[config.mk]
export PLATFORM = sky130hd
export DESIGN_NAME = shle_mac
export DESIGN_NICKNAME = d
export VERILOG_FILES = /design/src/rtl/shle_pkg.sv /design/src/rtl/shle_mac.sv
export SDC_FILE = /design/constraint.sdc
export NUM_CORES = 2
export LEC_CHECK = 0
export ABC_AREA = 1
export BUFFER_PORTS_ARGS = -buffer_cell sky130_fd_sc_hd__buf_2
export CORE_MARGIN = 2
export CORE_UTILIZATION = 41
export CTS_CLUSTER_DIAMETER = 200
export CTS_CLUSTER_SIZE = 14
export DETAILED_ROUTE_END_ITERATION = 12
export SYNTH_ARGS = -nofsm -noshare
export SYNTH_HDL_FRONTEND = slang
export SYNTH_SLANG_ARGS = --single-unit
export TNS_END_PERCENT = 20
[constraint.sdc]
create_clock -name clk_i -period 5.5 [get_ports clk_i]
set_input_delay 0.275 -clock clk_i [delete_from_list [all_inputs] [get_ports clk_i]]
set_output_delay 0.275 -clock clk_i [all_outputs]
set_load 0.02 [all_outputs]
[src/rtl/shle_pkg.sv]
// shared types, constants and sequencer codes for the spherical-harmonic lighting block
package shle_pkg;

  localparam int COEFF_WIDTH_DEF = 16;
  localparam int DIR_WIDTH_DEF   = 16;

  localparam int TERMS       = 16;
  localparam int TERM_W      = 4;
  localparam int NUM_COLOURS = 3;
  localparam int CH_W        = 2;
  localparam int BASIS_FRAC  = 15;
  localparam int BASIS_W     = 20;
  localparam int OUT_W       = 16;
  localparam int CNT_W       = 5;

  localparam logic [CNT_W-1:0] PROD_LAST = 5'd16;
  localparam logic [CNT_W-1:0] MAC_LAST  = 5'd17;

  localparam logic KIND_WRITE = 1'b0;
  localparam logic KIND_EVAL  = 1'b1;

  // product slots of the shared multiplier, in issue order
  localparam logic [TERM_W-1:0] SL_XX  = 4'd0;
  localparam logic [TERM_W-1:0] SL_YY  = 4'd1;
  localparam logic [TERM_W-1:0] SL_ZZ  = 4'd2;
  localparam logic [TERM_W-1:0] SL_XY  = 4'd3;
  localparam logic [TERM_W-1:0] SL_YZ  = 4'd4;
  localparam logic [TERM_W-1:0] SL_ZX  = 4'd5;
  localparam logic [TERM_W-1:0] SL_XXY = 4'd6;
  localparam logic [TERM_W-1:0] SL_YYY = 4'd7;
  localparam logic [TERM_W-1:0] SL_XYZ = 4'd8;
  localparam logic [TERM_W-1:0] SL_ZZY = 4'd9;
  localparam logic [TERM_W-1:0] SL_ZZZ = 4'd10;
  localparam logic [TERM_W-1:0] SL_ZZX = 4'd11;
  localparam logic [TERM_W-1:0] SL_XXZ = 4'd12;
  localparam logic [TERM_W-1:0] SL_YYZ = 4'd13;
  localparam logic [TERM_W-1:0] SL_XXX = 4'd14;
  localparam logic [TERM_W-1:0] SL_YYX = 4'd15;

  // basis terms, index l*(l+1)+m
  localparam logic [TERM_W-1:0] BT_ONE    = 4'd0;
  localparam logic [TERM_W-1:0] BT_Y      = 4'd1;
  localparam logic [TERM_W-1:0] BT_Z      = 4'd2;
  localparam logic [TERM_W-1:0] BT_X      = 4'd3;
  localparam logic [TERM_W-1:0] BT_XY     = 4'd4;
  localparam logic [TERM_W-1:0] BT_YZ     = 4'd5;
  localparam logic [TERM_W-1:0] BT_Z2     = 4'd6;
  localparam logic [TERM_W-1:0] BT_ZX     = 4'd7;
  localparam logic [TERM_W-1:0] BT_X2Y2   = 4'd8;
  localparam logic [TERM_W-1:0] BT_Y3     = 4'd9;
  localparam logic [TERM_W-1:0] BT_XYZ    = 4'd10;
  localparam logic [TERM_W-1:0] BT_YZ2    = 4'd11;
  localparam logic [TERM_W-1:0] BT_Z3     = 4'd12;
  localparam logic [TERM_W-1:0] BT_XZ2    = 4'd13;
  localparam logic [TERM_W-1:0] BT_ZX2Y2  = 4'd14;
  localparam logic [TERM_W-1:0] BT_X3     = 4'd15;

  typedef enum logic [1:0] {
    ST_IDLE,
    ST_PROD,
    ST_MAC,
    ST_FIN
  } state_e;

  typedef struct packed {
    logic             load_dir;
    logic             prod_run;
    logic             mac_run;
    logic [CNT_W-1:0] cnt;
  } seq_ctrl_t;

endpackage

[src/rtl/shle_mac.sv]
// three multiply-accumulate lanes, one per colour, with rounding and clamping
module shle_mac #(
  parameter int COEFF_WIDTH = shle_pkg::COEFF_WIDTH_DEF
) (
  input  logic                                 clk_i,
  input  logic                                 rst_ni,
  input  shle_pkg::seq_ctrl_t                  ctrl_i,
  input  logic signed [shle_pkg::BASIS_W-1:0]  basis_i,
  input  logic signed [COEFF_WIDTH-1:0]        coef_i [shle_pkg::NUM_COLOURS],
  output logic [shle_pkg::OUT_W-1:0]           res_o  [shle_pkg::NUM_COLOURS]
);
  import shle_pkg::*;

  localparam int PRW   = COEFF_WIDTH + BASIS_W;
  localparam int ACC_W = PRW + TERM_W;

  localparam logic signed [ACC_W-1:0] ACC_HALF = ACC_W'(1) << (BASIS_FRAC - 1);

  logic                        s1v_q, s2v_q;
  logic signed [BASIS_W-1:0]   basis_q;
  logic signed [PRW-1:0]       prod_q [NUM_COLOURS];
  logic signed [ACC_W-1:0]     acc_q  [NUM_COLOURS];
  logic signed [ACC_W-1:0]     rnd    [NUM_COLOURS];
  logic signed [ACC_W-1:0]     sh     [NUM_COLOURS];
  logic                        s1;

  assign s1 = ctrl_i.mac_run && (ctrl_i.cnt < CNT_W'(TERMS));

  always_ff @(posedge clk_i or negedge rst_ni) begin
    if (!rst_ni) begin
      s1v_q <= 1'b0;
      s2v_q <= 1'b0;
    end else begin
      s1v_q <= s1;
      s2v_q <= s1v_q;
    end
  end

  // fetch, multiply and accumulate stages; the coefficient arrives from the table's read register
  always_ff @(posedge clk_i) begin
    if (s1) begin
      basis_q <= basis_i;
    end
    if (s1v_q) begin
      for (int c = 0; c < NUM_COLOURS; c++) begin
        prod_q[c] <= coef_i[c] * basis_q;
      end
    end
    for (int c = 0; c < NUM_COLOURS; c++) begin
      if (ctrl_i.load_dir) begin
        acc_q[c] <= '0;
      end else if (s2v_q) begin
        acc_q[c] <= acc_q[c] + ACC_W'(prod_q[c]);
      end
    end
  end

  always_comb begin
    for (int c = 0; c < NUM_COLOURS; c++) begin
      rnd[c] = acc_q[c] + ACC_HALF;
      sh[c]  = rnd[c] >>> BASIS_FRAC;
      if (sh[c][ACC_W-1]) begin
        res_o[c] = '0;
      end else if (|sh[c][ACC_W-2:OUT_W]) begin
        res_o[c] = '1;
      end else begin
        res_o[c] = sh[c][OUT_W-1:0];
      end
    end
  end

endmodule

==> out/metrics.yaml <==
status: "finished with violations"
failed_checks: "negative setup slack"
synth_edf_count: 248
pin_count: 126
port_buffers: 120
drive_above_1_share_pct: 14.2
place_area_um2: 63700
synth_cells: 7601
fmax_ghz: 0.175
path_max_fanout: 5
required_ns: 5.89
final_net_count: 9632
wirelength_mm: 166
rows: 136
cts_sinks: 250
synth_cell_types: 41
routedWlPerCell_um: 16.6
hold_violations: 0
worst_pin_slew_ns: 1.13
synthTopCellsByArea: "fa_1 (34%), nand2_1 (14%), edfxtp_1 (13%)"
fin_crit_ns: 5.73
finClkSkew_ns: 0.0310
instances_no_fill: 10000
utilization_pct: 48.7
dp_hpwl_mm: 139
setup_viol: 58
first_global_vias: 50500
max_stage_delay_ns: 0.54
start_util_pct: 41.2
worstHoldStart: "ctrl_i[4]"
grt_overflow_total: 0
synth_area_per_cell_um2: 7.43
reg2regPathDepth: 26
rsz0062_at_grt: "true"
dp.cells: 9912
yosysTopAreaCell: "fa_1"
ys_async_sr_fraction_pct: 0.800
drt-initial-drc-count: 3229
cp-start-kind: "flip-flop"
crit_top_cell: "fa_1"
synth_nets: 9026
grt_max_degree: 81
cts_made_buffers: 22
gp_congestion: 0.979
die_w_um: 375
tritoncts: "yes"
netlist_area_um2: 56500
grt_usage_pct: 23.8
die-area_um2: 141000
relSlewSlack_pct: 23.9
worstHoldPathType: "input port to flip-flop"
syn2layout_area_growth_pct: 18.4
clock_path_buffers: 3
netlist.area_leader.share_pct: 33.9
drtAntennaViolNets: 0
worst_slack_ns: -0.231
synth_seq_cells: 250
critPathKind: "flip-flop to flip-flop"
firstDrtPassIters: 5
vias_per_cell: 4.88
yosysMostFrequentCell: "nand2_1"
reg2reg_slack_ns: -0.23
yosys_warnings: 0
antenna_found_initial: 3
cp-end-kind: "flip-flop"
rr_endpoint: "prod_q[0][99]"
path_clk_slew_ns: 0.08
hold_end: "s1v_q"
fp.dieH_um: 375
cts.htree.levels: 1
r2r-start: "basis_q[9]"
ys_seq_area_share_pct: 13.3
grt_pass1_wl_mm: 267
clkLatencyLatePin_ns: 0.60
final_area_um2: 66800
cp.arrival_ns: 6.12
hold_depth: 2
ys_top_cells_by_count: "nand2_1 (2131), inv_1 (1975), fa_1 (957)"
drcViolationCount: 0
cts-root-buf: "clkbuf_16"
yosys_most_used_dff: "edfxtp_1"
maxCapViolCount: 0
vias: 48800
slowest_stage: "fa_1"
finalCritPeriodShare_pct: 104
slew_violations: 0
core_um2: 137000
## routing by layer
layer	GRT usage, %	vias up	wire, µm
li1	-	23600	-
met1	33.2	23900	74600
met2	40.2	1245	78300
met3	2.38	147	9680
met4	5.04	0	3260
met5	0	-	0
## what timing repair did
item	CTS	global route
gates cloned	4	2
setup buffers	20	19
hold buffers	22	0
pin swaps	52	73
setup endpoints to repair	65	74
gates resized for setup	238	221
hold endpoints to repair	22	0
## state kept, by name, summed over array words and instances (netlist names)
register / count
acc_q: 120
basis_q: 20
s2v_q: 1
prod_q: 108
s1v_q: 1
## worst max path at each step
stage	end	cells after the start	start	slack, ns
5_1_grt	prod_q[0][106]	24	basis_q[5]	-0.44
2_1_floorplan	prod_q[0][60]	20	basis_q[2]	0.002
3_5_place_dp	prod_q[0][104]	22	basis_q[10]	-0.42
3_3_place_gp	prod_q[0][104]	22	basis_q[10]	-0.38
6_report	prod_q[0][99]	26	basis_q[9]	-0.23
4_1_cts	prod_q[0][24]	21	basis_q[17]	-0.22
## placed cells by master, fill, tap and decap left out, drive strengths merged, types with 8 or more instances in the layout
master	n
a21boi	18
a21o	19
a21oi	332
a31oi	8
buf	768
clkbuf	29
dlygate4sd3	22
edfxtp	248
fa	957
ha	390
inv	1979
nand2	2133
nand3	206
nand3b	23
nand4	39
nor2	625
nor3	19
o21a	18
o21ai	157
o21bai	40
xnor2	49
xor2	101
## stage by stage
stage	hold slack, ns	setup WS [ns]	TNS, ns
2_1_floorplan	-0.0206	0.00198	0
3_3_place_gp	0.0639	-0.378	-11.25
3_5_place_dp	0.0666	-0.417	-13.66
4_1_cts	0.0311	-0.217	-6.68
5_1_grt	0.0805	-0.438	-21.00
6_report	0.0913	-0.231	-6.44
## layout make-up
class / count / area (µm²)
antenna: 4 / 10.0
clock buffer: 27 / 569
clock inverter: 4 / 61.3
fill: 13600 / 70300
inverter: 1982 / 7440
multi-input combinational: 5158 / 42400
sequential: 250 / 7500
tap: 1794 / 2240
timing repair buffer: 793 / 6590
## kinds of logic after synthesis
logic type,Yosys count,synth area share [%]
XOR/XNOR,150,2.33
AND/OR/NAND/NOR,3060,21.4
flip-flops,250,13.3
AO/OA/AOI/OAI,601,5.81
adder cells (fa/ha/maj),1347,42.6
buffers and inverters,2193,14.6
## critical path: cells and delay by family, from the launching register on
kind	cells	cell delay, ns
simple gates	5	0.37
flops	1	0.44
buf+inv	12	1.11
xor+xnor	1	0.29
compound gates	1	0.10
fa+ha+maj	7	3.17
Power is left out: the tool's default activity adds up to more than one toggle a clock period on the data nets, which glitch-free logic cannot reach.
