--- config.mk ---
export PLATFORM = sky130hd
export DESIGN_NAME = shle_basis_unit
export DESIGN_NICKNAME = d
export VERILOG_FILES = /design/src/rtl/shle_pkg.sv /design/src/rtl/shle_basis_unit.sv
export SDC_FILE = /design/constraint.sdc
export NUM_CORES = 2
export LEC_CHECK = 0
export CORE_MARGIN = 1.5
export CORE_UTILIZATION = 55
export DETAILED_ROUTE_END_ITERATION = 8
export DONT_BUFFER_PORTS = 1
export PLACE_DENSITY = 0.77
export SLEW_MARGIN = 20
export SYNTH_ARGS = -nofsm -noshare
export SYNTH_HDL_FRONTEND = slang
export SYNTH_SLANG_ARGS = --single-unit
--- constraint.sdc ---
create_clock -name clk_i -period 20.9 [get_ports clk_i]
set_input_delay 2.09 -clock clk_i [delete_from_list [all_inputs] [get_ports clk_i]]
set_output_delay 2.09 -clock clk_i [all_outputs]
set_load 0.1 [all_outputs]
--- src/rtl/shle_pkg.sv ---
// shared types, constants and sequencer codes for the spherical-harmonic lighting block
package shle_pkg;

  localparam int COEFF_WIDTH_DEF = 16;
  localparam int DIR_WIDTH_DEF   = 16;

  localparam int TERMS       = 16;
  localparam int TERM_W      = 4;
  localparam int NUM_COLOURS = 3;
  localparam int CH_W        = 2;
  localparam int BASIS_FRAC  = 15;
  localparam int BASIS_W     = 20;
  localparam int OUT_W       = 16;
  localparam int CNT_W       = 5;

  localparam logic [CNT_W-1:0] PROD_LAST = 5'd16;
  localparam logic [CNT_W-1:0] MAC_LAST  = 5'd17;

  localparam logic KIND_WRITE = 1'b0;
  localparam logic KIND_EVAL  = 1'b1;

  // product slots of the shared multiplier, in issue order
  localparam logic [TERM_W-1:0] SL_XX  = 4'd0;
  localparam logic [TERM_W-1:0] SL_YY  = 4'd1;
  localparam logic [TERM_W-1:0] SL_ZZ  = 4'd2;
  localparam logic [TERM_W-1:0] SL_XY  = 4'd3;
  localparam logic [TERM_W-1:0] SL_YZ  = 4'd4;
  localparam logic [TERM_W-1:0] SL_ZX  = 4'd5;
  localparam logic [TERM_W-1:0] SL_XXY = 4'd6;
  localparam logic [TERM_W-1:0] SL_YYY = 4'd7;
  localparam logic [TERM_W-1:0] SL_XYZ = 4'd8;
  localparam logic [TERM_W-1:0] SL_ZZY = 4'd9;
  localparam logic [TERM_W-1:0] SL_ZZZ = 4'd10;
  localparam logic [TERM_W-1:0] SL_ZZX = 4'd11;
  localparam logic [TERM_W-1:0] SL_XXZ = 4'd12;
  localparam logic [TERM_W-1:0] SL_YYZ = 4'd13;
  localparam logic [TERM_W-1:0] SL_XXX = 4'd14;
  localparam logic [TERM_W-1:0] SL_YYX = 4'd15;

  // basis terms, index l*(l+1)+m
  localparam logic [TERM_W-1:0] BT_ONE    = 4'd0;
  localparam logic [TERM_W-1:0] BT_Y      = 4'd1;
  localparam logic [TERM_W-1:0] BT_Z      = 4'd2;
  localparam logic [TERM_W-1:0] BT_X      = 4'd3;
  localparam logic [TERM_W-1:0] BT_XY     = 4'd4;
  localparam logic [TERM_W-1:0] BT_YZ     = 4'd5;
  localparam logic [TERM_W-1:0] BT_Z2     = 4'd6;
  localparam logic [TERM_W-1:0] BT_ZX     = 4'd7;
  localparam logic [TERM_W-1:0] BT_X2Y2   = 4'd8;
  localparam logic [TERM_W-1:0] BT_Y3     = 4'd9;
  localparam logic [TERM_W-1:0] BT_XYZ    = 4'd10;
  localparam logic [TERM_W-1:0] BT_YZ2    = 4'd11;
  localparam logic [TERM_W-1:0] BT_Z3     = 4'd12;
  localparam logic [TERM_W-1:0] BT_XZ2    = 4'd13;
  localparam logic [TERM_W-1:0] BT_ZX2Y2  = 4'd14;
  localparam logic [TERM_W-1:0] BT_X3     = 4'd15;

  typedef enum logic [1:0] {
    ST_IDLE,
    ST_PROD,
    ST_MAC,
    ST_FIN
  } state_e;

  typedef struct packed {
    logic             load_dir;
    logic             prod_run;
    logic             mac_run;
    logic [CNT_W-1:0] cnt;
  } seq_ctrl_t;

endpackage

--- src/rtl/shle_basis_unit.sv ---
// shared multiplier building the polynomial products, and basis term selection
module shle_basis_unit #(
  parameter int DIR_WIDTH = shle_pkg::DIR_WIDTH_DEF
) (
  input  logic                                   clk_i,
  input  shle_pkg::seq_ctrl_t                    ctrl_i,
  input  logic signed [DIR_WIDTH-1:0]            dir_x_i,
  input  logic signed [DIR_WIDTH-1:0]            dir_y_i,
  input  logic signed [DIR_WIDTH-1:0]            dir_z_i,
  output logic signed [shle_pkg::BASIS_W-1:0]    basis_o
);
  import shle_pkg::*;

  localparam int F  = DIR_WIDTH - 1;
  localparam int W1 = DIR_WIDTH + 1;
  localparam int PW = 2 * W1;
  localparam int BW = DIR_WIDTH + 4;

  localparam logic signed [PW-1:0] P_HALF = PW'(1) << (F - 1);
  localparam logic signed [BW-1:0] ONE_B  = BW'(1) << F;

  logic signed [DIR_WIDTH-1:0] dx_q, dy_q, dz_q;
  logic signed [PW-1:0]        raw_q;
  logic signed [W1-1:0]        p_q [TERMS];

  logic signed [W1-1:0]  ex, ey, ez;
  logic signed [W1-1:0]  op_a, op_b;
  logic [TERM_W-1:0]     step;
  logic [TERM_W-1:0]     wr_slot;
  logic                  issue, wr_en;
  logic signed [PW-1:0]  rnd_p, rnd_sh;
  logic signed [BW-1:0]  bx, by, bz;
  logic signed [BW-1:0]  bp [TERMS];
  logic signed [BW-1:0]  term;

  assign step    = ctrl_i.cnt[TERM_W-1:0];
  assign wr_slot = TERM_W'(ctrl_i.cnt - CNT_W'(1));
  assign issue   = ctrl_i.prod_run && (ctrl_i.cnt < CNT_W'(TERMS));
  assign wr_en   = ctrl_i.prod_run && (ctrl_i.cnt != '0);

  assign ex = W1'(dx_q);
  assign ey = W1'(dy_q);
  assign ez = W1'(dz_q);

  always_ff @(posedge clk_i) begin
    if (ctrl_i.load_dir) begin
      dx_q <= dir_x_i;
      dy_q <= dir_y_i;
      dz_q <= dir_z_i;
    end
  end

  // operand pairs: plain squares and cross terms first, cubic terms from stored squares and the stored xy product
  always_comb begin
    op_a = ex;
    op_b = ex;
    case (step)
      SL_XX:   begin op_a = ex;        op_b = ex; end
      SL_YY:   begin op_a = ey;        op_b = ey; end
      SL_ZZ:   begin op_a = ez;        op_b = ez; end
      SL_XY:   begin op_a = ex;        op_b = ey; end
      SL_YZ:   begin op_a = ey;        op_b = ez; end
      SL_ZX:   begin op_a = ez;        op_b = ex; end
      SL_XXY:  begin op_a = p_q[SL_XX]; op_b = ey; end
      SL_YYY:  begin op_a = p_q[SL_YY]; op_b = ey; end
      SL_XYZ:  begin op_a = p_q[SL_XY]; op_b = ez; end
      SL_ZZY:  begin op_a = p_q[SL_ZZ]; op_b = ey; end
      SL_ZZZ:  begin op_a = p_q[SL_ZZ]; op_b = ez; end
      SL_ZZX:  begin op_a = p_q[SL_ZZ]; op_b = ex; end
      SL_XXZ:  begin op_a = p_q[SL_XX]; op_b = ez; end
      SL_YYZ:  begin op_a = p_q[SL_YY]; op_b = ez; end
      SL_XXX:  begin op_a = p_q[SL_XX]; op_b = ex; end
      SL_YYX:  begin op_a = p_q[SL_YY]; op_b = ex; end
      default: begin op_a = ex;        op_b = ex; end
    endcase
  end

  // round half up back to the direction format; magnitude never exceeds one
  assign rnd_p  = raw_q + P_HALF;
  assign rnd_sh = rnd_p >>> F;

  always_ff @(posedge clk_i) begin
    if (issue) begin
      raw_q <= op_a * op_b;
    end
    if (wr_en) begin
      p_q[wr_slot] <= rnd_sh[W1-1:0];
    end
  end

  assign bx = BW'(dx_q);
  assign by = BW'(dy_q);
  assign bz = BW'(dz_q);

  always_comb begin
    for (int i = 0; i < TERMS; i++) begin
      bp[i] = BW'(p_q[i]);
    end
  end

  always_comb begin
    term = ONE_B;
    case (step)
      BT_ONE:   term = ONE_B;
      BT_Y:     term = by;
      BT_Z:     term = bz;
      BT_X:     term = bx;
      BT_XY:    term = bp[SL_XY];
      BT_YZ:    term = bp[SL_YZ];
      BT_Z2:    term = (bp[SL_ZZ] <<< 1) + bp[SL_ZZ] - ONE_B;
      BT_ZX:    term = bp[SL_ZX];
      BT_X2Y2:  term = bp[SL_XX] - bp[SL_YY];
      BT_Y3:    term = (bp[SL_XXY] <<< 1) + bp[SL_XXY] - bp[SL_YYY];
      BT_XYZ:   term = bp[SL_XYZ];
      BT_YZ2:   term = (bp[SL_ZZY] <<< 2) + bp[SL_ZZY] - by;
      BT_Z3:    term = (bp[SL_ZZZ] <<< 2) + bp[SL_ZZZ] - ((bz <<< 1) + bz);
      BT_XZ2:   term = (bp[SL_ZZX] <<< 2) + bp[SL_ZZX] - bx;
      BT_ZX2Y2: term = bp[SL_XXZ] - bp[SL_YYZ];
      BT_X3:    term = bp[SL_XXX] - ((bp[SL_YYX] <<< 1) + bp[SL_YYX]);
      default:  term = ONE_B;
    endcase
  end

  // bring the term to fifteen fraction bits
  generate
    if (F > BASIS_FRAC) begin : g_down
      localparam int SH = F - BASIS_FRAC;
      localparam logic signed [BW-1:0] B_HALF = BW'(1) << (SH - 1);
      logic signed [BW-1:0] rnd_b, sh_b;
      assign rnd_b   = term + B_HALF;
      assign sh_b    = rnd_b >>> SH;
      assign basis_o = BASIS_W'(sh_b);
    end else if (F < BASIS_FRAC) begin : g_up
      assign basis_o = BASIS_W'(term) <<< (BASIS_FRAC - F);
    end else begin : g_same
      assign basis_o = BASIS_W'(term);
    end
  endgenerate

endmodule

==> flow_metrics.py <==
metrics = {
    "min_path": {
        "hold_start": "raw_q[22]$_DFFE_PP_",
        "hp-class": "reg -> reg",
        "hold_depth": 2,
        "hold_end": "p_q[5][7]$_DFFE_PP_",
    },
    "logic_synthesis": {
        "syn_nets": 3723,
        "postSynthAreaPerCell_um2": 10.44,
        "ys_seq_area_frac": 0.3200,
        "async_flop_share": 0,
        "yosysWarningCount": 0,
        "ys_ff_latch": 338,
        "netlist-cell-type-count": 71,
        "synth_cells": 3037,
        "ys.flop_type": "edfxtp_1",
        "synth_edf_count": 338,
        "syn_area_mm2": 0.03172,
    },
    "die": {
        "ios": 77,
        "rows": 87,
        "initial_core_util": 0.5593,
        "core-area_mm2": 0.05671,
        "fp.dieArea_mm2": 0.05912,
        "die_h_um": 243.2,
        "die_w_um": 243.2,
    },
    "global_routing": {
        "grt_use_total": 0.3362,
        "grt_max_degree": 49,
        "grt_pass1_wl_mm": 148.4,
        "overflow": 0,
        "grt_pass1_vias": 24690,
        "antenna_found_initial": 11,
    },
    "timing": {
        "worst_slew_pin_slew_ns": 1.236,
        "drv_slew": 0,
        "rsz0062_at_grt": "no",
        "fin_setup_tns_ns": 0,
        "min_period_ns": 10.22,
        "slew_headroom": 0.1727,
        "min_period_over_period": 0.4888,
        "fmax_mhz": 97.88,
        "setup_viol": 0,
        "hold_viol_final": 0,
        "fin_skew_ns": 0.02257,
    },
    "setup_path": {
        "start_kind": "input pin",
        "cp_common_cell": "fa_1",
        "regToRegSetupSlack_ns": 12.55,
        "slowest_delay_ns": 0.64,
        "crit_path_start": "ctrl_i[3]",
        "required_ns": 21.20,
        "slowest_stage": "o21ai_1",
        "critical_path_arrival_ns": 10.52,
        "r2r-start": "dy_q[6]$_DFFE_PP_",
        "path_max_fanout": 16,
        "r2r-end": "raw_q[31]$_DFFE_PP_",
        "endpoint_kind": "register",
        "worstRegToRegCells": 25,
        "criticalPathCategory": "in -> reg",
    },
    "drt": {
        "avgRoutedWirePerCell_um": 25.18,
        "drc": 0,
        "firstDrtPassIters": 7,
        "viasPerCell": 6.218,
        "routed_wl_mm": 97.80,
        "postRouteAntennaNets": 0,
        "vias": 24150,
        "drt-initial-drc-count": 3335,
    },
    "cells_and_area": {
        "nets": 3776,
        "drive_above_1_share": 0.05775,
        "synthToLayoutAreaGrowth_pct": 8.891,
    },
    "job": {
        "cap_violations": 0,
    },
    "placed_design": {
        "hpwl_mm": 76.61,
        "place_congestion": 1.012,
        "numPortBuffers": 0,
    },
    "clock_network": {
        "postCtsSetupBuffers": 0,
        "cts-root-buf": "clkbuf_16",
        "cts_buffer_depth": 3,
        "cts_tree": "built",
        "h-tree-depth": 2,
        "path_clk_slew_ns": 0.07,
        "clk_latency_ns": 0.58,
        "cts_buffers": 38,
        "clock_sinks": 338,
        "cts-hold-fix-buffers": 0,
        "post_cts_resized": 0,
    },
    "run_status": {
        "outcome": "completed",
    },
}
[placed cells by master (no fill, tap or decap), types with 8 or more instances in the layout]
master / instances
inv_1: 561
fa_1: 383
edfxtp_1: 338
nor2_1: 294
ha_1: 246
nand2_1: 199
a21oi_1: 135
xnor2_1: 90
o21ai_0: 79
buf_4: 76
xor2_1: 62
nand3_1: 45
nand2b_1: 44
a21o_1: 42
clkbuf_16: 41
a22oi_1: 38
o21a_1: 38
a222oi_1: 35
nor2b_1: 25
nor3_1: 22
o22ai_1: 20
a221oi_1: 19
or2_2: 18
and2_1: 17
o211ai_1: 17
nand4_1: 15
and3_1: 13
a211oi_1: 13
o21bai_1: 12
o21ai_1: 12
diode_2: 11
or3_1: 10
o31ai_1: 10
nor4_1: 8
a31oi_1: 8
clkinv_2: 8
[cell type report]
| type | count | area [um^2] |
|---|---|---|
| Antenna cell | 11 | 27.53 |
| Clock buffer | 46 | 1045 |
| Clock inverter | 21 | 206.4 |
| Fill cell | 4540 | 22170 |
| Inverter | 562 | 2110 |
| Multi-Input combinational cell | 2067 | 19290 |
| Sequential cell | 338 | 10150 |
| Tap cell | 756 | 945.9 |
| Timing Repair Buffer | 83 | 763.2 |
[kinds of logic (layout without fill, tap and decap cells)]
logic type | count (synthesis) | in the layout | synth area share
xor+xnor | 156 | 156 | 0.04308
compound gates | 553 | 553 | 0.1194
buf+inv | 632 | 712 | 0.07503
flops | 338 | 338 | 0.3200
mux | 7 | 7 | 0.002248
other cells | 0 | 11 | 0
fa+ha+maj | 629 | 629 | 0.3388
simple gates | 722 | 722 | 0.1015
[cell usage after synthesis, drive strengths merged (18+ instances only)]
library cell,n,share of area
inv,562,0.067
fa,383,0.24
edfxtp,338,0.32
nor2,294,0.035
ha,246,0.097
nand2,199,0.024
a21oi,136,0.022
o21ai,93,0.015
xnor2,91,0.025
xor2,65,0.018
clkbuf,63,0.0075
nand3,45,0.0071
nand2b,44,0.0087
a21o,42,0.0099
a22oi,38,0.0090
o21a,38,0.0090
a222oi,35,0.011
nor2b,26,0.0051
nor3,22,0.0035
a221oi,20,0.0061
o22ai,20,0.0039
or2,18,0.0036
[stage by stage]
stage          area, um^2  utilization  cells  hold slack [ns]  worst slack, ns
2_1_floorplan       31720            -   3037           0.7125            11.32
3_3_place_gp        33210       0.5855   3805           0.8098            10.44
3_5_place_dp        33240       0.5861   3806           0.8262            10.29
4_1_cts             34490       0.6082   3873           0.8355            10.85
5_1_grt             34540       0.6090   3884           0.8636            10.48
6_report            34540       0.6090   3884           0.8417            10.68
[worst max path at each step]
| stage | to | slack [ns] |
|---|---|---|
| finish | raw_q[31]$_DFFE_PP_ | 10.68 |
| global route | raw_q[31]$_DFFE_PP_ | 10.48 |
| CTS | raw_q[31]$_DFFE_PP_ | 10.85 |
| detailed placement | raw_q[31]$_DFFE_PP_ | 10.29 |
| global placement | raw_q[31]$_DFFE_PP_ | 10.44 |
| floorplan | raw_q[31]$_DFFE_PP_ | 11.32 |
[critical path, delay by kind of cell]
| kind | cells | cell delay (ns) |
|---|---|---|
| xor+xnor | 1 | 0.13 |
| buf+inv | 4 | 0.21 |
| fa+ha+maj | 7 | 3.34 |
| simple gates | 7 | 2.26 |
| compound gates | 8 | 2.47 |
[layer usage]
metal | vias to the layer above | wire, um | global-route usage
met4 | 0 | 5541 | 0.1670
met5 | - | 0 | 0
li1 | 10350 | - | -
met2 | 1601 | 42850 | 0.5016
met3 | 333 | 11740 | 0.08403
met1 | 11870 | 37670 | 0.4588
[sequential cells by signal, summed over array words and instances, names as in the netlist]
| register | count |
|---|---|
| dx_q | 16 |
| dy_q | 16 |
| dz_q | 16 |
| p_q | 272 |
| raw_q | 18 |
Power is not shown: default switching activity piles up to over one toggle a cycle in this logic, so the estimate is an artifact.
