### config.mk
export PLATFORM = sky130hd
export DESIGN_NAME = shle_coef_store
export DESIGN_NICKNAME = d
export VERILOG_FILES = /design/src/rtl/shle_pkg.sv /design/src/rtl/shle_coef_store.sv
export SDC_FILE = /design/constraint.sdc
export NUM_CORES = 1
export LEC_CHECK = 0
export ABC_CLOCK_PERIOD_IN_PS = 3200
export BUFFER_PORTS_ARGS = -buffer_cell sky130_fd_sc_hd__buf_2
export CAP_MARGIN = 20
export CORE_AREA = 2 2 259 235
export DETAILED_ROUTE_END_ITERATION = 10
export DIE_AREA = 0 0 261 237
export PLACE_DENSITY = 0.75
export SYNTH_ARGS = -nofsm -noshare
export SYNTH_HDL_FRONTEND = slang
export SYNTH_SLANG_ARGS = --single-unit
### constraint.sdc
create_clock -name clk_i -period 3.2 [get_ports clk_i]
set_input_delay 0.16 -clock clk_i [delete_from_list [all_inputs] [get_ports clk_i]]
set_output_delay 0.16 -clock clk_i [all_outputs]
set_load 0.005 [all_outputs]
### src/rtl/shle_pkg.sv
// shared types, constants and sequencer codes for the spherical-harmonic lighting block
package shle_pkg;

  localparam int COEFF_WIDTH_DEF = 16;
  localparam int DIR_WIDTH_DEF   = 16;

  localparam int TERMS       = 16;
  localparam int TERM_W      = 4;
  localparam int NUM_COLOURS = 3;
  localparam int CH_W        = 2;
  localparam int BASIS_FRAC  = 15;
  localparam int BASIS_W     = 20;
  localparam int OUT_W       = 16;
  localparam int CNT_W       = 5;

  localparam logic [CNT_W-1:0] PROD_LAST = 5'd16;
  localparam logic [CNT_W-1:0] MAC_LAST  = 5'd17;

  localparam logic KIND_WRITE = 1'b0;
  localparam logic KIND_EVAL  = 1'b1;

  // product slots of the shared multiplier, in issue order
  localparam logic [TERM_W-1:0] SL_XX  = 4'd0;
  localparam logic [TERM_W-1:0] SL_YY  = 4'd1;
  localparam logic [TERM_W-1:0] SL_ZZ  = 4'd2;
  localparam logic [TERM_W-1:0] SL_XY  = 4'd3;
  localparam logic [TERM_W-1:0] SL_YZ  = 4'd4;
  localparam logic [TERM_W-1:0] SL_ZX  = 4'd5;
  localparam logic [TERM_W-1:0] SL_XXY = 4'd6;
  localparam logic [TERM_W-1:0] SL_YYY = 4'd7;
  localparam logic [TERM_W-1:0] SL_XYZ = 4'd8;
  localparam logic [TERM_W-1:0] SL_ZZY = 4'd9;
  localparam logic [TERM_W-1:0] SL_ZZZ = 4'd10;
  localparam logic [TERM_W-1:0] SL_ZZX = 4'd11;
  localparam logic [TERM_W-1:0] SL_XXZ = 4'd12;
  localparam logic [TERM_W-1:0] SL_YYZ = 4'd13;
  localparam logic [TERM_W-1:0] SL_XXX = 4'd14;
  localparam logic [TERM_W-1:0] SL_YYX = 4'd15;

  // basis terms, index l*(l+1)+m
  localparam logic [TERM_W-1:0] BT_ONE    = 4'd0;
  localparam logic [TERM_W-1:0] BT_Y      = 4'd1;
  localparam logic [TERM_W-1:0] BT_Z      = 4'd2;
  localparam logic [TERM_W-1:0] BT_X      = 4'd3;
  localparam logic [TERM_W-1:0] BT_XY     = 4'd4;
  localparam logic [TERM_W-1:0] BT_YZ     = 4'd5;
  localparam logic [TERM_W-1:0] BT_Z2     = 4'd6;
  localparam logic [TERM_W-1:0] BT_ZX     = 4'd7;
  localparam logic [TERM_W-1:0] BT_X2Y2   = 4'd8;
  localparam logic [TERM_W-1:0] BT_Y3     = 4'd9;
  localparam logic [TERM_W-1:0] BT_XYZ    = 4'd10;
  localparam logic [TERM_W-1:0] BT_YZ2    = 4'd11;
  localparam logic [TERM_W-1:0] BT_Z3     = 4'd12;
  localparam logic [TERM_W-1:0] BT_XZ2    = 4'd13;
  localparam logic [TERM_W-1:0] BT_ZX2Y2  = 4'd14;
  localparam logic [TERM_W-1:0] BT_X3     = 4'd15;

  typedef enum logic [1:0] {
    ST_IDLE,
    ST_PROD,
    ST_MAC,
    ST_FIN
  } state_e;

  typedef struct packed {
    logic             load_dir;
    logic             prod_run;
    logic             mac_run;
    logic [CNT_W-1:0] cnt;
  } seq_ctrl_t;

endpackage

### src/rtl/shle_coef_store.sv
// coefficient table: 16 signed terms for each of red, green and blue
module shle_coef_store #(
  parameter int COEFF_WIDTH = shle_pkg::COEFF_WIDTH_DEF
) (
  input  logic                                clk_i,
  input  logic                                rst_ni,
  input  logic                                wr_en_i,
  input  logic [shle_pkg::CH_W-1:0]           wr_channel_i,
  input  logic [shle_pkg::TERM_W-1:0]         wr_index_i,
  input  logic signed [COEFF_WIDTH-1:0]       wr_value_i,
  input  logic [shle_pkg::TERM_W-1:0]         rd_index_i,
  output logic signed [COEFF_WIDTH-1:0]       coef_o [shle_pkg::NUM_COLOURS]
);
  import shle_pkg::*;

  // one memory per colour, read data registered; channel three matches no colour and is dropped
  for (genvar c = 0; c < NUM_COLOURS; c++) begin : g_colour
    logic signed [COEFF_WIDTH-1:0] mem_q [TERMS];
    logic [TERMS-1:0]              vld_q;
    logic signed [COEFF_WIDTH-1:0] rd_q;
    logic                          rd_vld_q;
    logic                          wr_hit;

    assign wr_hit = wr_en_i && (wr_channel_i == CH_W'(c));

    // entries not written since reset read as zero
    always_ff @(posedge clk_i or negedge rst_ni) begin
      if (!rst_ni) begin
        vld_q    <= '0;
        rd_vld_q <= 1'b0;
      end else begin
        if (wr_hit) begin
          vld_q[wr_index_i] <= 1'b1;
        end
        rd_vld_q <= vld_q[rd_index_i];
      end
    end

    always_ff @(posedge clk_i) begin
      if (wr_hit) begin
        mem_q[wr_index_i] <= wr_value_i;
      end
      rd_q <= mem_q[rd_index_i];
    end

    assign coef_o[c] = rd_vld_q ? rd_q : '0;
  end

endmodule

==> impl_metrics.xml, run 1 <==
<?xml version="1.0" encoding="UTF-8"?>
<metrics>
  <group name="logic_synthesis">
    <metric name="synthDominantAreaCellType" unit="">edfxtp_1</metric>
    <metric name="yosys_register_bits" unit="">867</metric>
    <metric name="netlist_area" unit="µm²">32300</metric>
    <metric name="post_synth_num_cell_types" unit="">22</metric>
    <metric name="synth-seq-area-share" unit="%">78.33</metric>
    <metric name="average_cell_area_after_synthesis" unit="µm²">21.82</metric>
    <metric name="post_synth_main_area_contributors" unit="">edfxtp_1, mux4_2, dfrtp_1, dfxtp_1, a22oi_1</metric>
    <metric name="synthCells" unit="">1480</metric>
    <metric name="synthDominantCellAreaShare" unit="%">71.40</metric>
    <metric name="synth_fp_nets" unit="">1509</metric>
    <metric name="yosys_warnings" unit="">0</metric>
  </group>
  <group name="setup_path">
    <metric name="timing.setup.critical_path_class" unit="">reg -&gt; out</metric>
    <metric name="top_family_by_delay_on_critical_path" unit="">flip-flops</metric>
    <metric name="source_of_the_worst_register_to_register_timing_path" unit="">g_colour[0].mem_q[11][7]</metric>
    <metric name="cp.required" unit="ns">3.04</metric>
    <metric name="worstSetupStartpoint" unit="">g_colour[2].rd_vld_q</metric>
    <metric name="cp_cell_sequence" unit="">and2_1, buf_2</metric>
    <metric name="crit_path_max_fanout" unit="">16</metric>
    <metric name="worst_ep_arrival_time" unit="ns">1.75</metric>
    <metric name="crit_path_start_kind" unit="">flop</metric>
    <metric name="endpoint_kind" unit="">primary output</metric>
    <metric name="critical_path.slowest_cell" unit="">dfrtp_1</metric>
    <metric name="timing.critical_path.buf_inv" unit="">1</metric>
    <metric name="cpPeakStageDelay" unit="ns">0.74</metric>
  </group>
  <group name="layout">
    <metric name="drive_above_1_share" unit="%">29.48</metric>
    <metric name="fillers" unit="">3979</metric>
    <metric name="layout.nets" unit="">1659</metric>
    <metric name="layout_commonest_cell" unit="">edfxtp_1</metric>
    <metric name="layout.cells.most_common_list" unit="">edfxtp_1, mux4_2, a22oi_1</metric>
    <metric name="area.growth.synth_to_final" unit="%">13.28</metric>
  </group>
  <group name="floorplan">
    <metric name="ioPinCount" unit="">77</metric>
    <metric name="fp.dieArea" unit="µm²">61860</metric>
    <metric name="placementRows" unit="">85</metric>
    <metric name="core_area" unit="µm²">59340</metric>
    <metric name="die_height" unit="µm">237</metric>
    <metric name="starting_density" unit="%">54.43</metric>
    <metric name="die_width" unit="µm">261</metric>
  </group>
  <group name="timing">
    <metric name="fin_ws" unit="ns">1.288</metric>
    <metric name="final.setup.tns" unit="ns">0</metric>
    <metric name="finalClockSkew" unit="ns">0.02897</metric>
    <metric name="slew_hr" unit="%">30.16</metric>
    <metric name="finalHoldViolCount" unit="">0</metric>
    <metric name="timing_max_transition_violations_final" unit="">0</metric>
    <metric name="setup-violations-final" unit="">0</metric>
    <metric name="setup_repair_after_global_routing_missed_its_margin" unit="">no</metric>
    <metric name="maximum_clock_frequency" unit="MHz">523.1</metric>
    <metric name="max_slew.worst_pin.slew" unit="ns">1.044</metric>
    <metric name="fin_crit_sh" unit="%">59.74</metric>
    <metric name="finalWorstPathRequiredPeriod" unit="ns">1.912</metric>
  </group>
  <group name="cts">
    <metric name="ctsLongestPathBuffers" unit="">3</metric>
    <metric name="cts.htree.levels" unit="">3</metric>
    <metric name="cts_num_sinks" unit="">867</metric>
    <metric name="cts_made_buffers" unit="">81</metric>
    <metric name="tritoncts" unit="">done</metric>
    <metric name="insertion_delay" unit="ns">0.63</metric>
    <metric name="clock_tree.root_cell" unit="">clkbuf_16</metric>
    <metric name="worst_setup_hold_path_clk_slew" unit="ns">0.06</metric>
    <metric name="cts_resized" unit="">0</metric>
  </group>
  <group name="drt">
    <metric name="first_pass_iters" unit="">5</metric>
    <metric name="detail_route.wirelength" unit="µm">71200</metric>
    <metric name="number_of_drc_markers_in_iteration_0" unit="">1754</metric>
    <metric name="detail-route-antenna-nets" unit="">0</metric>
    <metric name="drc_errors" unit="">0</metric>
    <metric name="detailroute.via_count" unit="">15670</metric>
    <metric name="vias_per_cell" unit="">6.312</metric>
    <metric name="wl_per_cell" unit="µm">28.69</metric>
  </group>
  <group name="pwr">
    <metric name="power.clock.fraction" unit="%">40.6</metric>
    <metric name="power_frac_seq" unit="%">54.2</metric>
    <metric name="p_int" unit="mW">18.57</metric>
    <metric name="vdd.ir_drop.worst" unit="V">0.0005100</metric>
    <metric name="power.switching_fraction" unit="%">21.01</metric>
    <metric name="power_density" unit="nW/µm²">642.4</metric>
    <metric name="combinationalPowerShare" unit="%">5.3</metric>
    <metric name="switching_power_total" unit="mW">4.938</metric>
    <metric name="p_leak" unit="nW">12.12</metric>
  </group>
  <group name="global_routing">
    <metric name="grt_overflow_total" unit="">0</metric>
    <metric name="wire_length_of_the_first_global_routing_pass" unit="µm">105700</metric>
    <metric name="vias_in_the_first_global_route" unit="">16060</metric>
    <metric name="antenna_found_initial" unit="">6</metric>
    <metric name="largest_net_degree_at_the_start_of_global_routing" unit="">65</metric>
    <metric name="grt_use_total" unit="%">23.77</metric>
  </group>
  <group name="placed_design">
    <metric name="gp_congestion" unit="">0.8137</metric>
    <metric name="io_buf_count" unit="">76</metric>
    <metric name="dpl_worst_slack" unit="ns">1.017</metric>
    <metric name="dpl.hpwl" unit="µm">38630</metric>
  </group>
  <group name="flow_run">
    <metric name="maxCapViolCount" unit="">0</metric>
  </group>
  <group name="min_path">
    <metric name="min-delay-path-class" unit="">in -&gt; async</metric>
  </group>
  <group name="run_status">
    <metric name="run_status" unit="">completed</metric>
  </group>
</metrics>
==> power by group through the flow <==
stage                     combinational (mW)  sequential (mW)  clock, mW
final                                   1.24             12.7       9.53
after floorplan                        0.767             12.9          0
after detailed placement                1.24             13.0          0
after global routing                    1.34             12.8       10.1
after CTS                               1.26             12.7       9.66
after global placement                  1.21             13.0          0
==> cell families after synthesis <==
group                  synth area share (%)
buffers and inverters                 1.418
AND/OR/NAND/NOR                       3.033
AO/OA/AOI/OAI                         2.998
multiplexers                          14.22
flip-flops                            78.33
==> cells in the mapped netlist (all sizes together) <==
cell type and n:
nand4b 4, mux4 204, nand4 1, o21bai 27, buf 44, edfxtp 768
dfxtp 48, nor4 6, dfrtp 51, nor2 45, or2 21, clkbuf 39
nor2b 6, and2 49, nand3b 2, or3b 1, nand2 62, a22oi 102
==> layout make-up <==
| class | instances | area [µm²] | share of cell area [%] |
|---|---|---|---|
| multi-input cells | 530 | 6606 | 18.05 |
| well taps | 783 | 979.7 | 2.677 |
| repair buffers | 150 | 1057 | 2.889 |
| flip-flops and latches | 867 | 25300 | 69.14 |
| clock inverters | 46 | 447.9 | 1.224 |
| diodes | 3 | 7.507 | 0.02052 |
| clock buffers | 103 | 2192 | 5.991 |
==> what timing repair did <==
item                                   in CTS  in global routing
endpoints found under the hold margin      28                  0
hold buffers                                1                  0
setup buffers                               0                  0
==> stage by stage <==
stage,power [mW],hold slack (ns),std cells,utilization (%),cell area [µm²]
global route,24.19,0.1724,2482,61.66,36590
global placement,14.17,0.2058,2329,57.18,33930
detailed placement,14.22,0.2121,2329,57.18,33930
finish,23.51,0.1436,2482,61.66,36590
CTS,23.65,0.1270,2479,61.64,36580
floorplan,13.63,-0.1356,1480,-,32300
==> metal layers <==
layer  global-route usage (%)  wire length [µm]
met1                    34.54             27910
met2                    37.09             34730
met3                    4.496              6453
met4                    7.593              2073
met5                        0                39
==> sequential cells by signal, indices dropped and copies added (netlist names) <==
| name | cells |
|---|---|
| g_colour.rd_q | 48 |
| g_colour.rd_vld_q | 3 |
| g_colour.vld_q | 48 |
| g_colour.mem_q | 768 |
==> path summary, 6_finish.rpt <==
check | end | slack (ns) | cells past startpoint
max | coef_o[14] | 1.29 | 2
min | g_colour[2].vld_q[12] | 0.14 | 2
max reg2reg | g_colour[0].rd_q[7] | 1.65 | 3
min reg2reg | g_colour[0].vld_q[12] | 0.46 | 1
max in group asynchronous | g_colour[0].vld_q[8] | 2.26 | 3
min in group clk_i | g_colour[0].rd_q[0] | 0.15 | 4
No activity file was read; power rests on OpenSTA's default activity.
==> run 2, diff against run 1 <==
--- a/config.mk
+++ b/config.mk
@@ -5,13 +5,13 @@
 export SDC_FILE = /design/constraint.sdc
 export NUM_CORES = 1
 export LEC_CHECK = 0
-export ABC_CLOCK_PERIOD_IN_PS = 3200
+export ABC_CLOCK_PERIOD_IN_PS = 1600
 export BUFFER_PORTS_ARGS = -buffer_cell sky130_fd_sc_hd__buf_2
 export CAP_MARGIN = 20
 export CORE_AREA = 2 2 259 235
 export DETAILED_ROUTE_END_ITERATION = 10
 export DIE_AREA = 0 0 261 237
-export PLACE_DENSITY = 0.75
+export PLACE_DENSITY = 0.78
 export SYNTH_ARGS = -nofsm -noshare
 export SYNTH_HDL_FRONTEND = slang
 export SYNTH_SLANG_ARGS = --single-unit
==> constraint.sdc (replaced) <==
create_clock -name clk_i -period 1.6 [get_ports clk_i]
set_input_delay 0.08 -clock clk_i [delete_from_list [all_inputs] [get_ports clk_i]]
set_output_delay 0.08 -clock clk_i [all_outputs]
set_load 0.005 [all_outputs]
==> run 2 against run 1 <==
The flow now finishes with violations (negative setup slack). Sequential power up 100%. Global-route usage up 1.6 points. Design area up 5.6%. Utilization up 3.4 points. Non-clock buffer count up 94. Die area unchanged. Worst setup slack worse by 1.3 ns. Combinational power up 150%. Count of clock-buffer cells in the layout up 22. Largest power group unchanged. Register-to-register slack worse by 1.6 ns.
==> impl_metrics.xml, run 2 (synthesis results as in run 1) <==
<?xml version="1.0" encoding="UTF-8"?>
<metrics>
  <group name="run_status">
    <metric name="run_status" unit="">finished with violations</metric>
    <metric name="failed_checks" unit="">negative setup slack</metric>
  </group>
  <group name="flow_run">
    <metric name="maxCapViolCount" unit="">0</metric>
  </group>
  <group name="layout">
    <metric name="layout.cells.most_common_list" unit="">edfxtp_1, mux4_2, a22oi_1</metric>
    <metric name="area.growth.synth_to_final" unit="%">19.62</metric>
    <metric name="layout.nets" unit="">1752</metric>
    <metric name="fillers" unit="">3681</metric>
    <metric name="top_register" unit="">g_colour.mem_q</metric>
    <metric name="drive_above_1_share" unit="%">35.49</metric>
    <metric name="fin_util" unit="%">65.11</metric>
    <metric name="largest_reg_flops" unit="">768</metric>
    <metric name="final_design_area_no_fill" unit="µm²">38640</metric>
    <metric name="biggestRegsByFlops" unit="">g_colour.mem_q x768, g_colour.rd_q x48, g_colour.vld_q x48</metric>
    <metric name="layout_commonest_cell" unit="">edfxtp_1</metric>
  </group>
  <group name="timing">
    <metric name="max_slew.worst_pin.slew" unit="ns">0.6887</metric>
    <metric name="setup-violations-final" unit="">9</metric>
    <metric name="timing_max_transition_violations_final" unit="">0</metric>
    <metric name="finalWorstPathRequiredPeriod" unit="ns">1.627</metric>
    <metric name="finalClockSkew" unit="ns">0.02294</metric>
    <metric name="setup_repair_after_global_routing_missed_its_margin" unit="">yes</metric>
    <metric name="fin_ws" unit="ns">-0.02702</metric>
    <metric name="fin_hold_ws" unit="ns">0.05097</metric>
    <metric name="maximum_clock_frequency" unit="MHz">614.6</metric>
    <metric name="finalHoldViolCount" unit="">0</metric>
    <metric name="slew_hr" unit="%">54.09</metric>
    <metric name="fin_crit_sh" unit="%">101.7</metric>
  </group>
  <group name="pwr">
    <metric name="power.switching_fraction" unit="%">20.93</metric>
    <metric name="combinationalPowerShare" unit="%">6.5</metric>
    <metric name="vdd.ir_drop.worst" unit="V">0.0009464</metric>
    <metric name="power.clock.fraction" unit="%">39.9</metric>
    <metric name="p_int" unit="mW">37.54</metric>
    <metric name="switching_power_total" unit="mW">9.937</metric>
    <metric name="power_density" unit="nW/µm²">1229</metric>
    <metric name="power_frac_seq" unit="%">53.6</metric>
    <metric name="p_leak" unit="nW">12.85</metric>
  </group>
  <group name="global_routing">
    <metric name="wire_length_of_the_first_global_routing_pass" unit="µm">112700</metric>
    <metric name="largest_net_degree_at_the_start_of_global_routing" unit="">49</metric>
    <metric name="vias_in_the_first_global_route" unit="">17020</metric>
    <metric name="antenna_found_initial" unit="">6</metric>
    <metric name="grt_overflow_total" unit="">0</metric>
    <metric name="grt_use_total" unit="%">25.34</metric>
  </group>
  <group name="setup_path">
    <metric name="source_of_the_worst_register_to_register_timing_path" unit="">g_colour[1].mem_q[2][8]</metric>
    <metric name="endpoint_kind" unit="">primary output</metric>
    <metric name="timing.setup.critical_path_class" unit="">reg -&gt; out</metric>
    <metric name="cp.required" unit="ns">1.52</metric>
    <metric name="worstSetupStartpoint" unit="">g_colour[2].rd_vld_q</metric>
    <metric name="worst_ep_arrival_time" unit="ns">1.55</metric>
    <metric name="r2r_slack" unit="ns">0.05</metric>
    <metric name="timing.reg2reg.worst_path_depth" unit="">4</metric>
    <metric name="crit_path_max_fanout" unit="">8</metric>
    <metric name="crit_path_start_kind" unit="">flop</metric>
    <metric name="crit-reg2reg-capture" unit="">g_colour[1].rd_q[8]</metric>
  </group>
  <group name="cts">
    <metric name="cts.htree.levels" unit="">3</metric>
    <metric name="insertion_delay" unit="ns">0.64</metric>
    <metric name="tritoncts" unit="">done</metric>
    <metric name="clock_tree.root_cell" unit="">clkbuf_16</metric>
    <metric name="ctsLongestPathBuffers" unit="">3</metric>
    <metric name="cts_made_buffers" unit="">80</metric>
    <metric name="cts_num_sinks" unit="">867</metric>
    <metric name="worst_setup_hold_path_clk_slew" unit="ns">0.06</metric>
  </group>
  <group name="floorplan">
    <metric name="core_area" unit="µm²">59340</metric>
    <metric name="die_height" unit="µm">237</metric>
    <metric name="fp.dieArea" unit="µm²">61860</metric>
    <metric name="starting_density" unit="%">54.43</metric>
    <metric name="die_width" unit="µm">261</metric>
    <metric name="ioPinCount" unit="">77</metric>
    <metric name="placementRows" unit="">85</metric>
  </group>
  <group name="drt">
    <metric name="drc_errors" unit="">0</metric>
    <metric name="vias_per_cell" unit="">6.308</metric>
    <metric name="number_of_drc_markers_in_iteration_0" unit="">2181</metric>
    <metric name="detail_route.wirelength" unit="µm">75890</metric>
    <metric name="detailroute.via_count" unit="">16240</metric>
    <metric name="detail-route-antenna-nets" unit="">0</metric>
    <metric name="wl_per_cell" unit="µm">29.47</metric>
    <metric name="first_pass_iters" unit="">6</metric>
  </group>
  <group name="placed_design">
    <metric name="io_buf_count" unit="">76</metric>
    <metric name="placed_area" unit="µm²">35740</metric>
    <metric name="gp_congestion" unit="">0.8531</metric>
    <metric name="dpl.hpwl" unit="µm">42840</metric>
    <metric name="dpl_worst_slack" unit="ns">-0.2568</metric>
  </group>
  <group name="min_path">
    <metric name="min-delay-path-class" unit="">in -&gt; async</metric>
  </group>
</metrics>
-- run 2: cell types whose count changed in the layout (fill, tap and decap cells not counted), moves of 7 or more --
cell           delta
buf_12           +76
nor2_1           -31
nor2_4           +27
and2_1           -19
and2_4           +15
buf_6            +14
clkbuf_1         +13
buf_2            -12
clkbuf_8         +10
clkinv_1          -9
dlygate4sd3_1     +8
buf_4             +7
clkinv_2          -7
-- run 2: final cells by class --
cell class / count / area [µm²] / area share (%)
tap: 783 / 979.7 / 2.536
timing repair buffer: 244 / 2824 / 7.309
sequential: 867 / 25300 / 65.49
antenna: 3 / 7.507 / 0.01943
clock buffer: 125 / 2354 / 6.091
clock inverter: 23 / 252.7 / 0.6541
multi-input combinational: 530 / 6917 / 17.90
-- run 2: how the worst max path moves through the flow --
stage	depth (start not counted)	slack, ns	endpoint
2_1_floorplan	2	-0.19	g_colour[1].mem_q[3][0]
3_3_place_gp	6	-0.21	g_colour[0].rd_q[4]
3_5_place_dp	6	-0.26	g_colour[0].rd_q[10]
4_1_cts	3	-0.02	coef_o[11]
5_1_grt	3	-0.05	coef_o[6]
6_report	3	-0.03	coef_o[6]
-- run 2: worst max-delay path: stages, from the launching register on --
cell	delay, ns
dfrtp_2	0.48
buf_8	0.18
and2_4	0.15
buf_6	0.12
-- run 2: stage by stage --
step	TNS, ns	total power [mW]	std cells
detailed placement	-4.611	28.75	2409
finish	-0.1375	47.48	2575
CTS	-0.1527	47.62	2567
global route	-0.7208	48.73	2572
floorplan	-42.12	27.31	1480
global placement	-2.685	28.63	2409
-- run 2: power groups by stage --
stage	Clock, mW	Combinational, mW	Sequential (mW)
final	19.0	3.07	25.4
after global routing	20.0	3.27	25.5
after CTS	19.2	3.03	25.4
after detailed placement	0	2.85	25.9
after global placement	0	2.76	25.9
after floorplan	0	1.58	25.7
-- run 2: metal layers --
metal  up-vias  track usage (%)  part of all wire, %
met2       899            40.99                   50
met1      8613            35.82                   38
met5         -                0                0.033
met4         4            6.577                  2.2
li1       6599                -                    -
met3       127            5.192                  9.7
-- run 2: what timing repair did --
item / in CTS / in global routing
hold buffers: 8 / 1
pin swaps: 0 / 1
endpoints found under the setup margin: 48 / 47
hold endpoints to repair: 261 / 3
gates cloned: 0 / 0
setup buffers: 2 / 4
gates resized for setup: 32 / 8
==> run 3, diff against run 2 <==
--- a/config.mk
+++ b/config.mk
@@ -8,10 +8,10 @@
 export ABC_CLOCK_PERIOD_IN_PS = 1600
 export BUFFER_PORTS_ARGS = -buffer_cell sky130_fd_sc_hd__buf_2
 export CAP_MARGIN = 20
-export CORE_AREA = 2 2 259 235
+export CORE_AREA = 2 2 324 294
 export DETAILED_ROUTE_END_ITERATION = 10
-export DIE_AREA = 0 0 261 237
-export PLACE_DENSITY = 0.78
+export DIE_AREA = 0 0 326 296
+export PLACE_DENSITY = 0.55
 export SYNTH_ARGS = -nofsm -noshare
 export SYNTH_HDL_FRONTEND = slang
 export SYNTH_SLANG_ARGS = --single-unit
==> run 3 against run 2 <==
The run still ends with negative setup slack left. Die area grew 56%. Wire length grew 0.26%. Maximum frequency shrank 1.9%. Critical path type unchanged. Largest cell class unchanged. Largest power group unchanged. Highest routed layer is now met4.
==> impl_metrics.xml, run 3 (synthesis results as in run 1) <==
<?xml version="1.0" encoding="UTF-8"?>
<metrics>
  <group name="setup_path">
    <metric name="crit_path_start_kind" unit="">flop</metric>
    <metric name="crit_path_max_fanout" unit="">13</metric>
    <metric name="top_family_by_delay_on_critical_path" unit="">flip-flops</metric>
    <metric name="worst_ep_arrival_time" unit="ns">1.58</metric>
    <metric name="critical_path.slowest_cell" unit="">dfrtp_2</metric>
    <metric name="timing.setup.critical_path_class" unit="">reg -&gt; out</metric>
    <metric name="cp_cell_sequence" unit="">buf_12, and2_4, buf_2</metric>
    <metric name="cp.required" unit="ns">1.52</metric>
    <metric name="cpPeakStageDelay" unit="ns">0.49</metric>
    <metric name="endpoint_kind" unit="">primary output</metric>
    <metric name="timing.critical_path.buf_inv" unit="">2</metric>
  </group>
  <group name="layout">
    <metric name="area.growth.synth_to_final" unit="%">24.47</metric>
    <metric name="layout_commonest_cell" unit="">edfxtp_1</metric>
    <metric name="biggestRegsByFlops" unit="">g_colour.mem_q x768, g_colour.rd_q x48, g_colour.vld_q x48</metric>
    <metric name="fin_util" unit="%">42.96</metric>
    <metric name="top_register" unit="">g_colour.mem_q</metric>
    <metric name="non_filler_instance_count_after_layout" unit="">3094</metric>
    <metric name="layout.cells.most_common_list" unit="">edfxtp_1, mux4_2, buf_12</metric>
    <metric name="drive_above_1_share" unit="%">37.85</metric>
    <metric name="largest_reg_flops" unit="">768</metric>
    <metric name="fillers" unit="">8024</metric>
    <metric name="layout.nets" unit="">1792</metric>
  </group>
  <group name="placed_design">
    <metric name="dpl.hpwl" unit="µm">45260</metric>
    <metric name="gp_congestion" unit="">0.7382</metric>
    <metric name="io_buf_count" unit="">76</metric>
    <metric name="numPlacedInstances" unit="">2901</metric>
  </group>
  <group name="timing">
    <metric name="finalClockSkew" unit="ns">0.03028</metric>
    <metric name="max_slew.worst_pin.slew" unit="ns">0.5616</metric>
    <metric name="setup_repair_after_global_routing_missed_its_margin" unit="">yes</metric>
    <metric name="maximum_clock_frequency" unit="MHz">602.8</metric>
    <metric name="setup-violations-final" unit="">29</metric>
    <metric name="finalHoldViolCount" unit="">0</metric>
    <metric name="fin_hold_ws" unit="ns">0.06133</metric>
    <metric name="slew_hr" unit="%">62.56</metric>
    <metric name="finalWorstPathRequiredPeriod" unit="ns">1.659</metric>
    <metric name="fin_ws" unit="ns">-0.05891</metric>
    <metric name="final.setup.tns" unit="ns">-1.270</metric>
    <metric name="fin_crit_sh" unit="%">103.7</metric>
    <metric name="timing_max_transition_violations_final" unit="">0</metric>
  </group>
  <group name="floorplan">
    <metric name="fp.dieArea" unit="µm²">96500</metric>
    <metric name="ioPinCount" unit="">77</metric>
    <metric name="core_area" unit="µm²">93580</metric>
    <metric name="die_width" unit="µm">326</metric>
    <metric name="placementRows" unit="">107</metric>
    <metric name="starting_density" unit="%">34.52</metric>
    <metric name="die_height" unit="µm">296</metric>
  </group>
  <group name="global_routing">
    <metric name="grt.met1_usage" unit="%">21.64</metric>
    <metric name="wire_length_of_the_first_global_routing_pass" unit="µm">113100</metric>
    <metric name="largest_net_degree_at_the_start_of_global_routing" unit="">52</metric>
    <metric name="use_met2" unit="%">27.26</metric>
    <metric name="top_usage_layer" unit="">met2</metric>
    <metric name="grt_use_total" unit="%">15.98</metric>
    <metric name="met3_usage" unit="%">2.428</metric>
    <metric name="antenna_found_initial" unit="">2</metric>
    <metric name="vias_in_the_first_global_route" unit="">16490</metric>
    <metric name="grt_overflow_total" unit="">0</metric>
  </group>
  <group name="drt">
    <metric name="detail-route-antenna-nets" unit="">0</metric>
    <metric name="first_pass_iters" unit="">5</metric>
    <metric name="drc_errors" unit="">0</metric>
    <metric name="wl_per_cell" unit="µm">24.59</metric>
    <metric name="detail_route.wirelength" unit="µm">76080</metric>
    <metric name="number_of_drc_markers_in_iteration_0" unit="">1265</metric>
    <metric name="vias_per_cell" unit="">5.021</metric>
    <metric name="detailroute.via_count" unit="">15540</metric>
  </group>
  <group name="pwr">
    <metric name="p_leak" unit="nW">13.26</metric>
    <metric name="power_density" unit="nW/µm²">1226</metric>
    <metric name="vdd.ir_drop.worst" unit="V">0.0008930</metric>
  </group>
  <group name="flow_run">
    <metric name="maxCapViolCount" unit="">0</metric>
  </group>
  <group name="cts">
    <metric name="clock_tree.root_cell" unit="">clkbuf_16</metric>
    <metric name="worst_setup_hold_path_clk_slew" unit="ns">0.06</metric>
    <metric name="cts_num_sinks" unit="">867</metric>
    <metric name="cts.htree.levels" unit="">3</metric>
    <metric name="ctsLongestPathBuffers" unit="">3</metric>
    <metric name="tritoncts" unit="">done</metric>
    <metric name="insertion_delay" unit="ns">0.66</metric>
    <metric name="cts_made_buffers" unit="">88</metric>
  </group>
  <group name="run_status">
    <metric name="failed_checks" unit="">negative setup slack</metric>
    <metric name="run_status" unit="">finished with violations</metric>
  </group>
  <group name="min_path">
    <metric name="min-delay-path-class" unit="">in -&gt; reg</metric>
  </group>
</metrics>
==> run 3: per-layer routing <==
layer	vias to the layer above	routed length, µm	part of all wire (%)
li1	6700	-	-
met1	8392	33190	44
met5	-	0	0
met2	343	38430	51
met4	0	1366	1.8
met3	101	3094	4.1
==> run 3: metrics by stage <==
step	instance area (µm²)	power, mW	worst slack (ns)
2_1_floorplan	32600	27.31	-0.1948
3_3_place_gp	36730	28.85	-0.2245
3_5_place_dp	36730	28.93	-0.2259
4_1_cts	40050	49.76	-0.1066
5_1_grt	40200	50.99	-0.1183
6_report	40200	49.31	-0.05891
==> run 3: repair_timing <==
item,4_1_cts,5_1_grt
hold buffers,22,0
endpoints found under the hold margin,595,0
cloned,0,0
resized for setup,36,34
setup buffers,3,0
setup endpoints to repair,47,46
==> run 3: area by class of cell <==
class | instances | area, µm² | area share, %
repair buffers | 276 | 3430 | 8.531
diodes | 2 | 5.005 | 0.01245
flip-flops and latches | 867 | 25300 | 62.94
clock inverters | 51 | 551.8 | 1.373
multi-input cells | 530 | 6980 | 17.36
clock buffers | 115 | 2364 | 5.879
well taps | 1253 | 1568 | 3.900
==> run 3: path summary, 6_finish.rpt <==
path,startpoint,endpoint,slack [ns],depth (start not counted)
setup / recovery,g_colour[0].rd_vld_q,coef_o[40],-0.06,3
hold / removal,wr_value_i[15],g_colour[2].mem_q[13][15],0.06,2
setup reg to reg,g_colour[1].mem_q[3][7],g_colour[1].rd_q[7],0.09,3
hold reg to reg,g_colour[0].vld_q[15],g_colour[0].vld_q[15],0.46,1
max in group asynchronous,rst_ni,g_colour[1].vld_q[15],0.79,4
min in group asynchronous,rst_ni,g_colour[2].vld_q[14],0.52,4
==> run 3: where the power goes <==
part / switching (mW) / total, mW / internal [mW]
clock: 8.72 / 20.5 / 11.8
combinational: 1.66 / 3.37 / 1.71
sequential: 0.242 / 25.4 / 25.1
